<file path="src/opwfd_pkg.sv">
package opwfd_pkg;

    // frame layout
    localparam int FRAME_BITS      = 14;
    localparam int CNT_W           = $clog2(FRAME_BITS + 2);
    localparam int IDX_W           = $clog2(FRAME_BITS);
    localparam int OVERLONG_COUNT  = FRAME_BITS + 1;

    // fixed leader high window
    localparam logic [15:0] LEADER_HIGH_MIN = 16'd1;
    localparam logic [15:0] LEADER_HIGH_MAX = 16'd370;

    // field widths
    localparam int TIME_W  = 16;
    localparam int DEV_W   = 6;
    localparam int HOUSE_W = 2;

    // frame bit positions of the house code
    localparam int HOUSE_LO_BIT = 10;
    localparam int HOUSE_HI_BIT = 9;

    // configuration register map
    localparam int NUM_REGS = 8;
    localparam int REG_IDX_W = $clog2(NUM_REGS);
    localparam logic [REG_IDX_W-1:0] REG_LEADER_LOW_MIN = 3'd0;
    localparam logic [REG_IDX_W-1:0] REG_LEADER_LOW_MAX = 3'd1;
    localparam logic [REG_IDX_W-1:0] REG_SHORT_MIN      = 3'd2;
    localparam logic [REG_IDX_W-1:0] REG_SHORT_MAX      = 3'd3;
    localparam logic [REG_IDX_W-1:0] REG_LONG_MIN       = 3'd4;
    localparam logic [REG_IDX_W-1:0] REG_LONG_MAX       = 3'd5;
    localparam logic [REG_IDX_W-1:0] REG_SILENCE_MIN    = 3'd6;
    localparam logic [REG_IDX_W-1:0] REG_SILENCE_MAX    = 3'd7;

    localparam logic [TIME_W-1:0] CFG_RESET [NUM_REGS] = '{
        16'd110, 16'd155, 16'd25, 16'd40, 16'd85, 16'd100, 16'd2200, 16'd6000
    };

    // phase codes of the frame tracker
    localparam logic [1:0] PH_IDLE      = 2'd0;
    localparam logic [1:0] PH_LEADER    = 2'd1;
    localparam logic [1:0] PH_WAIT_HIGH = 2'd2;
    localparam logic [1:0] PH_WAIT_LOW  = 2'd3;

    // classified pulse passed from front to back
    typedef struct packed {
        logic level;
        logic lead_high;
        logic lead_low;
        logic is_short;
        logic is_long;
        logic is_silence;
    } t_token;

    localparam int QUEUE_DEPTH = 2;
    localparam int QPTR_W      = $clog2(QUEUE_DEPTH);
    localparam int QCNT_W      = $clog2(QUEUE_DEPTH + 1);

endpackage

</file>
<file path="src/opwfd_front.sv">
module opwfd_front (
    input  logic                               i_clk,
    input  logic                               i_rst_n,
    input  logic                               i_cfg_we,
    input  logic [opwfd_pkg::REG_IDX_W-1:0]    i_cfg_index,
    input  logic [opwfd_pkg::TIME_W-1:0]       i_cfg_data,
    input  logic                               i_level,
    input  logic [opwfd_pkg::TIME_W-1:0]       i_pulse_time,
    output opwfd_pkg::t_token                  o_token
);

    logic [opwfd_pkg::TIME_W-1:0] r_cfg [opwfd_pkg::NUM_REGS];

    // window registers
    always_ff @(posedge i_clk) begin
        if (!i_rst_n) begin
            for (int i = 0; i < opwfd_pkg::NUM_REGS; i++) begin
                r_cfg[i] <= opwfd_pkg::CFG_RESET[i];
            end
        end else if (i_cfg_we) begin
            r_cfg[i_cfg_index] <= i_cfg_data;
        end
    end

    // inclusive window compares
    always_comb begin
        o_token.level      = i_level;
        o_token.lead_high  = (i_pulse_time >= opwfd_pkg::LEADER_HIGH_MIN) &&
                             (i_pulse_time <= opwfd_pkg::LEADER_HIGH_MAX);
        o_token.lead_low   = (i_pulse_time >= r_cfg[opwfd_pkg::REG_LEADER_LOW_MIN]) &&
                             (i_pulse_time <= r_cfg[opwfd_pkg::REG_LEADER_LOW_MAX]);
        o_token.is_short   = (i_pulse_time >= r_cfg[opwfd_pkg::REG_SHORT_MIN]) &&
                             (i_pulse_time <= r_cfg[opwfd_pkg::REG_SHORT_MAX]);
        o_token.is_long    = (i_pulse_time >= r_cfg[opwfd_pkg::REG_LONG_MIN]) &&
                             (i_pulse_time <= r_cfg[opwfd_pkg::REG_LONG_MAX]);
        o_token.is_silence = (i_pulse_time >= r_cfg[opwfd_pkg::REG_SILENCE_MIN]) &&
                             (i_pulse_time <= r_cfg[opwfd_pkg::REG_SILENCE_MAX]);
    end

endmodule

</file>
<file path="src/opwfd_queue.sv">
module opwfd_queue (
    input  logic               i_clk,
    input  logic               i_rst_n,
    input  logic               i_push,
    input  opwfd_pkg::t_token  i_data,
    output logic               o_full,
    input  logic               i_pop,
    output logic               o_valid,
    output opwfd_pkg::t_token  o_data
);

    opwfd_pkg::t_token                 r_mem [opwfd_pkg::QUEUE_DEPTH];
    logic [opwfd_pkg::QPTR_W-1:0]      r_wr_ptr;
    logic [opwfd_pkg::QPTR_W-1:0]      r_rd_ptr;
    logic [opwfd_pkg::QCNT_W-1:0]      r_count;
    logic                              w_push;
    logic                              w_pop;

    assign o_full  = (r_count == opwfd_pkg::QCNT_W'(opwfd_pkg::QUEUE_DEPTH));
    assign o_valid = (r_count != '0);
    assign o_data  = r_mem[r_rd_ptr];
    assign w_push  = i_push && !o_full;
    assign w_pop   = i_pop && o_valid;

    // storage
    always_ff @(posedge i_clk) begin
        if (w_push) begin
            r_mem[r_wr_ptr] <= i_data;
        end
    end

    // pointers and fill count
    always_ff @(posedge i_clk) begin
        if (!i_rst_n) begin
            r_wr_ptr <= '0;
            r_rd_ptr <= '0;
            r_count  <= '0;
        end else begin
            if (w_push) begin
                r_wr_ptr <= r_wr_ptr + 1'b1;
            end
            if (w_pop) begin
                r_rd_ptr <= r_rd_ptr + 1'b1;
            end
            if (w_push && !w_pop) begin
                r_count <= r_count + 1'b1;
            end else if (w_pop && !w_push) begin
                r_count <= r_count - 1'b1;
            end
        end
    end

`ifndef SYNTHESIS
    a_count_bound: assert property (@(posedge i_clk) disable iff (!i_rst_n)
        r_count <= opwfd_pkg::QCNT_W'(opwfd_pkg::QUEUE_DEPTH))
        else $error("queue count beyond depth");
    a_pop_nonempty: assert property (@(posedge i_clk) disable iff (!i_rst_n)
        i_pop |-> o_valid)
        else $error("pop from empty queue");
`endif

endmodule

</file>
<file path="src/opwfd_back.sv">
module opwfd_back (
    input  logic                               i_clk,
    input  logic                               i_rst_n,
    input  logic                               i_q_valid,
    input  opwfd_pkg::t_token                  i_token,
    output logic                               o_pop,
    output logic                               o_valid,
    input  logic                               i_ready,
    output logic [opwfd_pkg::DEV_W-1:0]        o_device_number,
    output logic [opwfd_pkg::HOUSE_W-1:0]      o_house_code
);

    logic [1:0]                            r_phase;
    logic [1:0]                            n_phase;
    logic [opwfd_pkg::CNT_W-1:0]           r_bit_count;
    logic [opwfd_pkg::CNT_W-1:0]           n_bit_count;
    logic [opwfd_pkg::FRAME_BITS-1:0]      r_frame_bits;
    logic [opwfd_pkg::FRAME_BITS-1:0]      n_frame_bits;
    logic                                  r_out_valid;
    logic [opwfd_pkg::DEV_W-1:0]           r_device_number;
    logic [opwfd_pkg::HOUSE_W-1:0]         r_house_code;
    logic                                  w_emit;
    logic                                  w_store;
    logic                                  w_store_bit;

    assign o_pop           = i_q_valid && (!r_out_valid || i_ready);
    assign o_valid         = r_out_valid;
    assign o_device_number = r_device_number;
    assign o_house_code    = r_house_code;

    // frame tracker next state
    always_comb begin
        n_phase      = r_phase;
        n_bit_count  = r_bit_count;
        n_frame_bits = r_frame_bits;
        w_emit       = 1'b0;
        w_store      = 1'b0;
        w_store_bit  = 1'b0;
        if (i_token.level) begin
            if (r_phase == opwfd_pkg::PH_IDLE && i_token.lead_high) begin
                n_phase = opwfd_pkg::PH_LEADER;
            end else if (r_phase == opwfd_pkg::PH_WAIT_HIGH && i_token.is_short) begin
                n_phase = opwfd_pkg::PH_WAIT_LOW;
            end else begin
                n_phase      = opwfd_pkg::PH_IDLE;
                n_bit_count  = '0;
                n_frame_bits = '0;
            end
        end else begin
            if (r_phase == opwfd_pkg::PH_LEADER && i_token.lead_low) begin
                n_phase = opwfd_pkg::PH_WAIT_HIGH;
            end else if (r_phase == opwfd_pkg::PH_WAIT_LOW && i_token.is_short) begin
                n_phase     = opwfd_pkg::PH_WAIT_HIGH;
                w_store     = 1'b1;
                w_store_bit = 1'b1;
            end else if (r_phase == opwfd_pkg::PH_WAIT_LOW && i_token.is_long) begin
                n_phase     = opwfd_pkg::PH_WAIT_HIGH;
                w_store     = 1'b1;
                w_store_bit = 1'b0;
            end else begin
                w_emit = (r_phase == opwfd_pkg::PH_WAIT_LOW) && i_token.is_silence &&
                         (r_bit_count == opwfd_pkg::CNT_W'(opwfd_pkg::FRAME_BITS));
                n_phase      = opwfd_pkg::PH_IDLE;
                n_bit_count  = '0;
                n_frame_bits = '0;
            end
        end
        // bit store with saturation
        if (w_store) begin
            if (r_bit_count < opwfd_pkg::CNT_W'(opwfd_pkg::FRAME_BITS)) begin
                n_frame_bits[r_bit_count[opwfd_pkg::IDX_W-1:0]] = w_store_bit;
                n_bit_count = r_bit_count + 1'b1;
            end else begin
                n_bit_count = opwfd_pkg::CNT_W'(opwfd_pkg::OVERLONG_COUNT);
            end
        end
    end

    // tracker state
    always_ff @(posedge i_clk) begin
        if (!i_rst_n) begin
            r_phase      <= opwfd_pkg::PH_IDLE;
            r_bit_count  <= '0;
            r_frame_bits <= '0;
        end else if (o_pop) begin
            r_phase      <= n_phase;
            r_bit_count  <= n_bit_count;
            r_frame_bits <= n_frame_bits;
        end
    end

    // result register
    always_ff @(posedge i_clk) begin
        if (!i_rst_n) begin
            r_out_valid <= 1'b0;
        end else if (o_pop && w_emit) begin
            r_out_valid <= 1'b1;
        end else if (i_ready) begin
            r_out_valid <= 1'b0;
        end
    end

    always_ff @(posedge i_clk) begin
        if (o_pop && w_emit) begin
            r_device_number <= r_frame_bits[opwfd_pkg::DEV_W-1:0];
            r_house_code    <= {r_frame_bits[opwfd_pkg::HOUSE_HI_BIT],
                                r_frame_bits[opwfd_pkg::HOUSE_LO_BIT]};
        end
    end

`ifndef SYNTHESIS
    a_no_pop_stalled: assert property (@(posedge i_clk) disable iff (!i_rst_n)
        (r_out_valid && !i_ready) |-> !o_pop)
        else $error("token consumed while result stalled");
    a_count_bound: assert property (@(posedge i_clk) disable iff (!i_rst_n)
        r_bit_count <= opwfd_pkg::CNT_W'(opwfd_pkg::OVERLONG_COUNT))
        else $error("bit count beyond overlong mark");
    a_emit_restarts: assert property (@(posedge i_clk) disable iff (!i_rst_n)
        (o_pop && w_emit) |=> (r_phase == opwfd_pkg::PH_IDLE && r_bit_count == '0 && o_valid))
        else $error("result not followed by restart");
`endif

endmodule

</file>
<file path="src/ook_pulse_width_frame_decoder.sv">
// On-off-keyed pulse-width frame decoder. Each transfer on the input carries one
// pulse (level and duration in ticks); a frame is a leader high, a leader low and
// then pairs of a short high and a short (bit 1) or long (bit 0) low, closed by a
// terminator silence. A frame of exactly 14 bits yields one transfer on the output
// with the device number and house code; anything else yields nothing. One pulse is
// taken every clock cycle while input ready is high: the window compares run on the
// incoming pulse, a two-entry queue holds the classified pulse, and the frame tracker
// consumes one entry per cycle unless stalled, so output valid rises at the edge that
// pops the terminator pulse. The tracker stalls only while a finished result waits
// on the output; the queue then fills and input ready drops. Window registers are
// to be written through the plain write port while idle; the block does not enforce it.
module ook_pulse_width_frame_decoder (
    input  logic                               i_clk,
    input  logic                               i_rst_n,
    input  logic                               i_cfg_we,
    input  logic [opwfd_pkg::REG_IDX_W-1:0]    i_cfg_index,
    input  logic [opwfd_pkg::TIME_W-1:0]       i_cfg_data,
    input  logic                               i_valid,
    output logic                               o_ready,
    input  logic                               i_level,
    input  logic [opwfd_pkg::TIME_W-1:0]       i_pulse_time,
    output logic                               o_valid,
    input  logic                               i_ready,
    output logic [opwfd_pkg::DEV_W-1:0]        o_device_number,
    output logic [opwfd_pkg::HOUSE_W-1:0]      o_house_code
);

    opwfd_pkg::t_token w_in_token;
    opwfd_pkg::t_token w_q_token;
    logic              w_q_full;
    logic              w_q_valid;
    logic              w_pop;

    assign o_ready = !w_q_full;

    // classify incoming pulse
    opwfd_front u_front (
        .i_clk        (i_clk),
        .i_rst_n      (i_rst_n),
        .i_cfg_we     (i_cfg_we),
        .i_cfg_index  (i_cfg_index),
        .i_cfg_data   (i_cfg_data),
        .i_level      (i_level),
        .i_pulse_time (i_pulse_time),
        .o_token      (w_in_token)
    );

    // decoupling queue
    opwfd_queue u_queue (
        .i_clk   (i_clk),
        .i_rst_n (i_rst_n),
        .i_push  (i_valid),
        .i_data  (w_in_token),
        .o_full  (w_q_full),
        .i_pop   (w_pop),
        .o_valid (w_q_valid),
        .o_data  (w_q_token)
    );

    // frame tracker and result register
    opwfd_back u_back (
        .i_clk           (i_clk),
        .i_rst_n         (i_rst_n),
        .i_q_valid       (w_q_valid),
        .i_token         (w_q_token),
        .o_pop           (w_pop),
        .o_valid         (o_valid),
        .i_ready         (i_ready),
        .o_device_number (o_device_number),
        .o_house_code    (o_house_code)
    );

endmodule

</file>
<file path="config.mk">
export PLATFORM = sky130hd
export DESIGN_NAME = ook_pulse_width_frame_decoder
export DESIGN_NICKNAME = d
export VERILOG_FILES = /design/src/opwfd_pkg.sv /design/src/opwfd_front.sv /design/src/opwfd_queue.sv /design/src/opwfd_back.sv /design/src/ook_pulse_width_frame_decoder.sv
export SDC_FILE = /design/constraint.sdc
export NUM_CORES = 1
export LEC_CHECK = 0
export BUFFER_PORTS_ARGS = -buffer_cell sky130_fd_sc_hd__buf_4
export CAP_MARGIN = 20
export CORE_MARGIN = 2
export CORE_UTILIZATION = 50
export CTS_BUF_LIST = sky130_fd_sc_hd__clkbuf_8
export CTS_CLUSTER_SIZE = 8
export DETAILED_ROUTE_END_ITERATION = 6
export MAX_ROUTING_LAYER = met4
export PLACE_DENSITY = 0.67
export SLEW_MARGIN = 20
export SYNTH_ARGS = -nofsm -noshare
export SYNTH_HDL_FRONTEND = slang
export SYNTH_SLANG_ARGS = --single-unit
</file>
<file path="constraint.sdc">
create_clock -name i_clk -period 3.6 [get_ports i_clk]
set_input_delay 0.72 -clock i_clk [delete_from_list [all_inputs] [get_ports i_clk]]
set_output_delay 0.72 -clock i_clk [all_outputs]
set_load 0.1 [all_outputs]
</file>
Word level (Yosys, flattened, before mapping)
Memories as Yosys holds them, arrays and structs flattened. A register that Yosys moved wholly into a read port is not among the register bits.
Index checks and enable logic that the tools add are counted.
{"block": "word_totals", "register_bits": 33, "mem_bits_rw": 140, "inputBits": 41, "out_inout_bits": 10, "wordCells": 120, "mem_count": 2}
{"memory": "u_front.r_cfg", "words": 8, "word_bits": 16, "read_ports": 8, "rd_ports_with_merged_regs": 0, "wr": 8, "line_no": "opwfd_front.sv:12", "text": "logic [opwfd_pkg::TIME_W-1:0] r_cfg [opwfd_pkg::NUM_REGS];"}
{"memory": "u_queue.r_mem", "words": 2, "word_bits": 6, "read_ports": 1, "rd_ports_with_merged_regs": 1, "wr": 1, "line_no": "opwfd_queue.sv:12", "text": "opwfd_pkg::t_token r_mem [opwfd_pkg::QUEUE_DEPTH];"}
{"block": "classes", "add_sub_neg": 5, "magnitude_cmp": 13, "eq_ne": 10, "mux": 51, "n_reduce_logical": 30}
{"op": "$mux 14", "n": 8}
{"op": "$ge 16x16->1", "n": 4}
{"op": "$le 16x16->1", "n": 4}
{"op": "$mux 4", "n": 8}
{"op": "$mux 1", "n": 23}
{"op": "$logic_and 1x1->1", "n": 19}
{"op": "$ge 16x1->1 const B", "n": 1}
{"op": "$le 16x9->1 const B", "n": 1}
{"op": "$mux 16", "n": 1}
{"op": "$mux 2", "n": 8}
{"op": "$reduce_or 16->1", "n": 1}
{"op": "$bwmux 14", "n": 1}
{"op": "$ne 3x1->1 const B", "n": 3}
{"op": "$eq 2x2->1 const B", "n": 3}
{"op": "$ne 3x3->1 const B", "n": 2}
{"op": "$reduce_and 6->1", "n": 1}
{"op": "$reduce_bool 2->1", "n": 3}
{"op": "$lt 4x5->1 const B", "n": 1}
{"op": "$add 4x1->4 const B", "n": 1}
{"op": "$demux 1 s4", "n": 1}
{"op": "$eq 4x4->1 const B", "n": 1}
{"op": "$ge 4x1->1 const B", "n": 1}
{"op": "$logic_not 1->1", "n": 4}
{"op": "$lt 4x4->1 const B", "n": 1}
{"op": "7 further kinds", "n": 8}

Depth between registers and ports, before layout
Gate-level depths: netlist of run 1.
{"block": "logic_depth", "ltp_word": 9, "depth_mapped": 8}

Modules after synthesis
Synthesis of run 1 repeated with hierarchy kept, for this count alone.
{"block": "unflattened", "cells_unflattened": 911, "area_unflattened_um2": 9897.0}
{"module": "opwfd_front", "n_inst": 1, "cells_per_inst": 740, "area_per_inst_um2": 8007.7, "seq_area_each_um2": 3843.7}
{"module": "opwfd_back", "n_inst": 1, "cells_per_inst": 126, "area_per_inst_um2": 1217.4, "seq_area_each_um2": 540.5}
{"module": "opwfd_queue", "n_inst": 1, "cells_per_inst": 44, "area_per_inst_um2": 668.1, "seq_area_each_um2": 460.4}
{"module": "ook_pulse_width_frame_decoder", "n_inst": 1, "cells_per_inst": 1, "area_per_inst_um2": 3.8, "seq_area_each_um2": 0.0}

Worst setup path before layout of run 1
No wires, ideal clock.
{"block": "synth_path", "kind": "in2reg", "from": "input port i_cfg_index[0] in the netlist's numbering", "to": "memory u_front.r_cfg[2][0] in the netlist's numbering, enable pin", "setup_ns": 0.411, "t_arrival_ns": 2.383, "slack_ns": 0.806, "path_stages": 3, "path_buffers": 1, "cell_sequence": "nand3b_1 -> clkbuf_1 -> o21ai_0"}
{"element": "start: declaration", "line_no": "ook_pulse_width_frame_decoder.sv:16", "text": "input logic [opwfd_pkg::REG_IDX_W-1:0] i_cfg_index,"}
{"element": "end: declaration", "line_no": "opwfd_front.sv:12"}

==> results by group, run 1 <==
Critical path
  • WP data required: 3.81 ns
  • Setup crit end kind: flop
  • Worst-path maximum fanout: 8
  • R2R setup slack: 1.39 ns
  • CP Launch Type: primary input
  • Worst EP arrival: 2.50 ns
  • Critical path class: in2reg

Routing
  • First-pass DRT Iterations: 5
  • Wire per inst: 17.0 µm
  • Vias post-DR: 6674
  • Antenna-violating nets left: 0
  • Initial drt markers: 350
  • Via/cell ratio: 5.33
  • WL final: 21.3 mm
  • DRC viols: 0

Clock network
  • # clock sinks: 168
  • Clock latency on the worst-skew pair: 0.47 ns
  • Post-CTS Repair Setup Buffers: 0
  • CTS tree: done
  • Hold_buf cts: 0
  • CTS Buffer Depth: 2
  • CTS Buf Count: 17
  • Clock-pin slew on the worst setup and hold paths: 0.10 ns
  • Clk root buf: clkbuf_8
  • H-tree levels: 4
  • Post-cts resize count: 0

Global routing
  • Global-route wire length before repair: 34.6 mm
  • Total grt overflow: 0
  • Gr usage total: 22.9%
  • Largest net degree at the start of global routing: 32
  • Initial antenna violation count: 1
  • Vias in the first global route: 6771

Power
  • Clock power share: 30.5%
  • Leakage: 4.82 nW
  • Comb pwr share: 18.5%
  • Power per standard cell area: 417 nW/µm²
  • Sw Share: 28.9%
  • Power Internal: about 3.2 mW
  • Design Power: 4.57 mW
  • Worst vdd ir: 224 µV
  • Sw power: 1.32 mW
  • Reg power frac: 51.0%

Timing
  • Tcrit/Tclk final: 63.7%
  • Setup violators final: 0
  • Fmax: 436 MHz
  • Slew HR: 47.7%
  • Slew @ Worst Pin: 0.782 ns
  • RSZ-0062 raised after global routing: no
  • Final Critical Period: 2.29 ns
  • Final Hold Fails: 0
  • TNS Setup: 0 ns
  • Fin. max-slew vios: 0
  • Clock Skew: 0.0277 ns

Placed design
  • HPWL Detailed: about 16 mm
  • Gpl congestion: roughly 0.81
  • Port bufs: 50

Synth
  • Flops & latches, synth: between 150 and 200
  • Post-synthesis sequential area ratio: 49.4%
  • Top cells by count, synth: 148 x edfxtp_1, 134 x inv_1, 133 x ha_1
  • Synth top area cells: edfxtp_1 45%, ha_1 17%, and2_1 6.3%
  • Unique masters post-synth: 49
  • Post-synth EDFFs: 148
  • Mapped Cells: 909
  • Synthesized Nets: between 1000 and 1500
  • Async S/R FF share, synth: 0%
  • Mean Syn Cell Area: 10.8 µm²
  • Most common cell in the synthesized netlist: edfxtp_1
  • Synth Flop Type: edfxtp_1
  • Yosys warning count: 0
  • Biggest area consumer among synthesized cells: edfxtp_1
  • Mapped cell area: 9810 µm²
  • Yosys top cell area share: 45.3%

Die
  • Full die area: 20800 µm²
  • Die H: 144 µm
  • Row cnt: 51
  • Core ar.: slightly below 20000 µm²
  • Width of the chip: 144 µm
  • Ports: 51
  • Starting Density: between 50% and 60%

Finish
  • Nets: 1146
  • Synth-to-layout area growth: 11.6%
  • Layout cell share with drive strength beyond 1: 10.6%

Flow run
  • Max-cap violation count: 0

Outcome
  • Status: complete, no violations

Hold path
  • Hold WC Path Type: reg2reg
-- cell type report --
cell class,count,area (µm²)
Tap cell,265,332
Clock inverter,14,164
Antenna cell,1,2.50
Sequential cell,168,4840
Clock buffer,18,248
Fill cell,1671,8390
Inverter,134,503
Timing Repair Buffer,62,465
Multi-Input combinational cell,589,4390
-- sequential cells by signal, summed over array words and instances, names as in the netlist, named ones only --
register,flops
u_back.o_valid,1
u_back.r_phase,2
u_queue.r_wr_ptr,1
u_queue.r_count,2
u_back.r_frame_bits,8
u_queue.r_mem,12
u_back.o_device_number,6
u_back.r_bit_count,4
u_front.r_cfg,128
u_queue.r_rd_ptr,1
u_back.o_house_code,2
-- layout by cell type, fill, tap and decap left out, drive strengths merged, types with 4 or more instances in the layout --
cell and count:
nand4 20, a211oi 4, dfxtp 20, clkbuf 18, nand3 25, buf 62
and3 6, edfxtp 148, and2 99, nor4 4, mux2i 4, nor2 35
o21ai 37, o21a 7, clkinv 4, o221ai 5, nor3 13, nand2 30
nor2b 12, inv 141, a21o 25, nand2b 17, or3 28, ha 133
a21boi 8, a21oi 48
-- metrics by stage --
| stage | setup WS (ns) | hold slack, ns | instances | utilization (%) | instance area [µm²] |
|---|---|---|---|---|---|
| 2_1_floorplan | 0.806 | 0.408 | 909 | - | 9810 |
| 3_3_place_gp | 0.934 | 0.413 | 1218 | 54.5 | 10500 |
| 3_5_place_dp | 0.821 | 0.415 | 1218 | 54.5 | 10500 |
| 4_1_cts | 1.31 | 0.415 | 1250 | 56.6 | 10900 |
| 5_1_grt | 1.16 | 0.430 | 1250 | 56.6 | 10900 |
| 6_report | 1.31 | 0.438 | 1251 | 56.6 | 10900 |
-- logic make-up (layout without fill, tap and decap cells) --
group | Yosys count | after routing | synth area share (%)
XOR/XNOR | 3 | 3 | 0.268
buffers and inverters | 152 | 228 | 5.92
flip-flops | 168 | 168 | 49.4
AO/OA/AOI/OAI | 151 | 151 | 9.66
adder cells (fa/ha/maj) | 133 | 133 | 17.0
multiplexers | 7 | 7 | 0.956
AND/OR/NAND/NOR | 295 | 295 | 16.9
other | 0 | 1 | 0
-- power groups by stage --
| stage | clock, mW | sequential, mW | combinational [mW] |
|---|---|---|---|
| after floorplan | 0 | 2.35 | 0.604 |
| after global placement | 0 | 2.37 | 0.838 |
| after detailed placement | 0 | 2.37 | 0.851 |
| after CTS | 1.42 | 2.33 | 0.856 |
| after global routing | 1.50 | 2.35 | 0.961 |
| final | 1.39 | 2.33 | 0.847 |
-- worst max-delay path: stages --
cell      delay, ns
buf_4          0.12
inv_1          0.28
ha_1           0.29
nand2b_1       0.14
a211oi_1       0.25
o21ai_0        0.17
a21boi_0       0.23
o221ai_1       0.15
nor2b_1        0.15
-- worst paths after layout --
kind	startpoint	endpoint	depth (start not counted)
worst min-delay path	u_back.r_frame_bits[1]$_SDFFE_PN0P_	u_back.o_device_number[1]$_DFFE_PP_	0
worst max-delay path	i_pulse_time[0]	u_queue.r_mem[0][2]$_DFFE_PP_	9
worst max register to register	flop	u_back.r_frame_bits[9]$_SDFFE_PN0P_	6
worst min register to register	u_back.r_frame_bits[1]$_SDFFE_PN0P_	u_back.o_device_number[1]$_DFFE_PP_	0
-- per-layer routing --
metal	routed length, µm	GRT usage (%)	vias to the layer above
met3	599	3.15	32
met4	454	7.84	0
met2	11000	39.8	105
li1	-	-	3339
met1	9250	27.4	3198
met5	0	-	-
No activity file was read; power rests on OpenSTA's default activity.
==> run 2, diff against run 1 <==
==> constraint.sdc (replaced) <==
create_clock -name i_clk -period 2.2 [get_ports i_clk]
set_input_delay 0.44 -clock i_clk [delete_from_list [all_inputs] [get_ports i_clk]]
set_output_delay 0.44 -clock i_clk [all_outputs]
set_load 0.1 [all_outputs]
==> results by group, run 2 (same netlist as run 1, synthesis figures left out) <==
Critical path
  • CP Launch Type: flop
  • Critical path's top delay family: simple AND/OR/NAND/NOR gates
  • WP data required: 2.56 ns (-1.25 ns)
  • CP bufs+invs: 0 (-2)
  • Max incr delay on CP: 0.51 ns (+0.22 ns)
  • Critical path's slowest cell: or3_1
  • Critical path class: reg2reg
  • Setup crit end kind: flop
  • Crit path cell chain: mux2_2 > nand3_1 > a31oi_1 > or3_1 > o311a_1 > o21a_1
  • Worst EP arrival: 2.44 ns (-0.06 ns)
  • Worst-path maximum fanout: 7 (-1)

Global routing
  • Gr usage total: 23.1% (+0.25 points)
  • Vias in the first global route: 6747 (-0.35%)
  • Largest net degree at the start of global routing: 25 (-22%)
  • Global-route wire length before repair: 34.8 mm (+0.70%)
  • Initial antenna violation count: 1 (unchanged)
  • Total grt overflow: 0 (unchanged)

Timing
  • Hold Slack: 0.171 ns (-0.267 ns)
  • Setup violators final: 0 (unchanged)
  • Fmax: between 400 and 500 MHz
  • Slew @ Worst Pin: 0.970 ns (+0.188 ns)
  • Final Critical Period: around 2.1 ns
  • Fin. max-slew vios: 0 (unchanged)
  • Slew HR: 35.1% (-13 points)
  • TNS Setup: 0 ns (unchanged)
  • RSZ-0062 raised after global routing: no
  • Tcrit/Tclk final: 94.5%
  • Clock Skew: 0.0174 ns (-0.0103 ns)
  • Final Hold Fails: 0 (unchanged)
  • Fin worst setup slack: 0.120 ns (-1.19 ns)

Hold path
  • Hold WC Path Type: in2reg

Power
  • Worst vdd ir: 366 µV (+63%)
  • Leakage: 5.05 nW (+4.6%)
  • Power per standard cell area: 688 nW/µm² (+65%)

Routing
  • First-pass DRT Iterations: 5 (unchanged)
  • DRC viols: 0 (unchanged)
  • Antenna-violating nets left: 0 (unchanged)
  • Initial drt markers: 412 (+18%)
  • Wire per inst: 16.9 µm (-0.71%)
  • WL final: 21.8 mm (+2.5%)
  • Vias post-DR: 6778 (+1.6%)
  • Via/cell ratio: 5.25 (-1.6%)

Clock network
  • Hold_buf cts: 0 (unchanged)
  • Clock-pin slew on the worst setup and hold paths: 0.09 ns (about the same)
  • H-tree levels: 4 (unchanged)
  • CTS Buffer Depth: 2 (unchanged)
  • Clk root buf: clkbuf_8
  • CTS Buf Count: 17 (unchanged)
  • # clock sinks: 168 (unchanged)
  • CTS tree: done
  • Clock latency on the worst-skew pair: 0.46 ns (about the same)

Placed design
  • HPWL Detailed: 16.3 mm (+4.7%)
  • Port bufs: 50 (unchanged)
  • Gpl congestion: 0.959 (+18%)
  • Worst slack, placed: -0.143 ns (-0.964 ns)
  • Dpl cell area: 10900 µm² (+3.1%)

Die
  • Die H: 144 µm (unchanged)
  • Core ar.: 19300 µm² (unchanged)
  • Ports: 51 (unchanged)
  • Row cnt: 51 (unchanged)
  • Width of the chip: 144 µm (unchanged)
  • Starting Density: 50.8% (unchanged)
  • Full die area: 20800 µm² (unchanged)

Outcome
  • Status: complete, no violations

Finish
  • Synth-to-layout area growth: 15.0%
  • Commonest non-fill, non-tap cell in the layout: edfxtp_1
  • Max reg flops: 128 (unchanged)
  • Largest registers: u_front.r_cfg (128), u_queue.r_mem (12), u_back.r_frame_bits (8)
  • Layout cell share with drive strength beyond 1: 14.2% (+3.7 points)
  • Util after Layout: 58.4% (+1.8 points)
  • Design area: 11300 µm² (+3.1%)
  • Nets: 1187 (+3.6%)
  • Top reg by flops: u_front.r_cfg
  • Most frequent cells in the layout: 148 x edfxtp_1, 137 x inv_1, 133 x ha_1, 102 x buf_4, 99 x and2_1
  • # diodes: 0 (-1)

Flow run
  • Max-cap violation count: 0 (unchanged)
run 2: changes by cell type in the layout (fill, tap and decap cells not counted), moves of 2 or more:
cell       change
buf_4         +40
clkinv_4       -4
inv_8          -3
bufinv_16      +2
clkinv_2       +2
inv_1          +2
run 2: worst reg2reg max path, cell delays in order (launching register included):
cell and delay [ns]:
dfxtp_1 0.48, mux2_2 0.37, nand3_1 0.13, a31oi_1 0.13, or3_1 0.51, o311a_1 0.18, o21a_1 0.18
run 2: worst paths after layout:
kind	slack, ns	end	depth (start not counted)	startpoint
worst max-delay path	0.12	u_back.r_frame_bits[9]$_SDFFE_PN0P_	6	flop
worst min-delay path	0.17	u_queue.r_mem[1][5]$_DFFE_PP_	1	i_level
worst max register to register	0.12	u_back.r_frame_bits[9]$_SDFFE_PN0P_	6	flop
worst min register to register	0.44	u_back.o_device_number[1]$_DFFE_PP_	0	u_back.r_frame_bits[1]$_SDFFE_PN0P_
run 2: layout make-up:
type,instances,area (µm²)
Clock inverter,14,180
Inverter,134,503
Tap cell,265,332
Fill cell,1631,8040
Multi-Input combinational cell,589,4400
Clock buffer,18,248
Sequential cell,168,4850
Timing Repair Buffer,103,786
run 2: timing repair:
item / 4_1_cts / 5_1_grt
endpoints found under the setup margin: 0 / 4
setup buffers: 0 / 0
resized for setup: 0 / 2
run 2: report_power, final:
group          internal, mW  leakage [nW]  switching [mW]
clock network          1.26         0.232            1.17
registers              3.70          1.60           0.107
logic                 0.661          3.21           0.871
run 2: per-stage QoR:
step                power [mW]  instances
finish                    7.77       1291
global route              8.12       1291
CTS                       7.80       1291
detailed placement        5.41       1259
global placement          5.38       1259
floorplan                 4.83        909
run 2: routing by layer:
layer	part of all wire [%]	track usage (%)	routed length (µm)	vias up
li1	-	-	-	3413
met1	44	27.4	9600	3231
met2	51	40.9	11200	106
met3	2.7	3.11	586	28
met4	1.9	7.53	425	0
met5	0	-	0	-
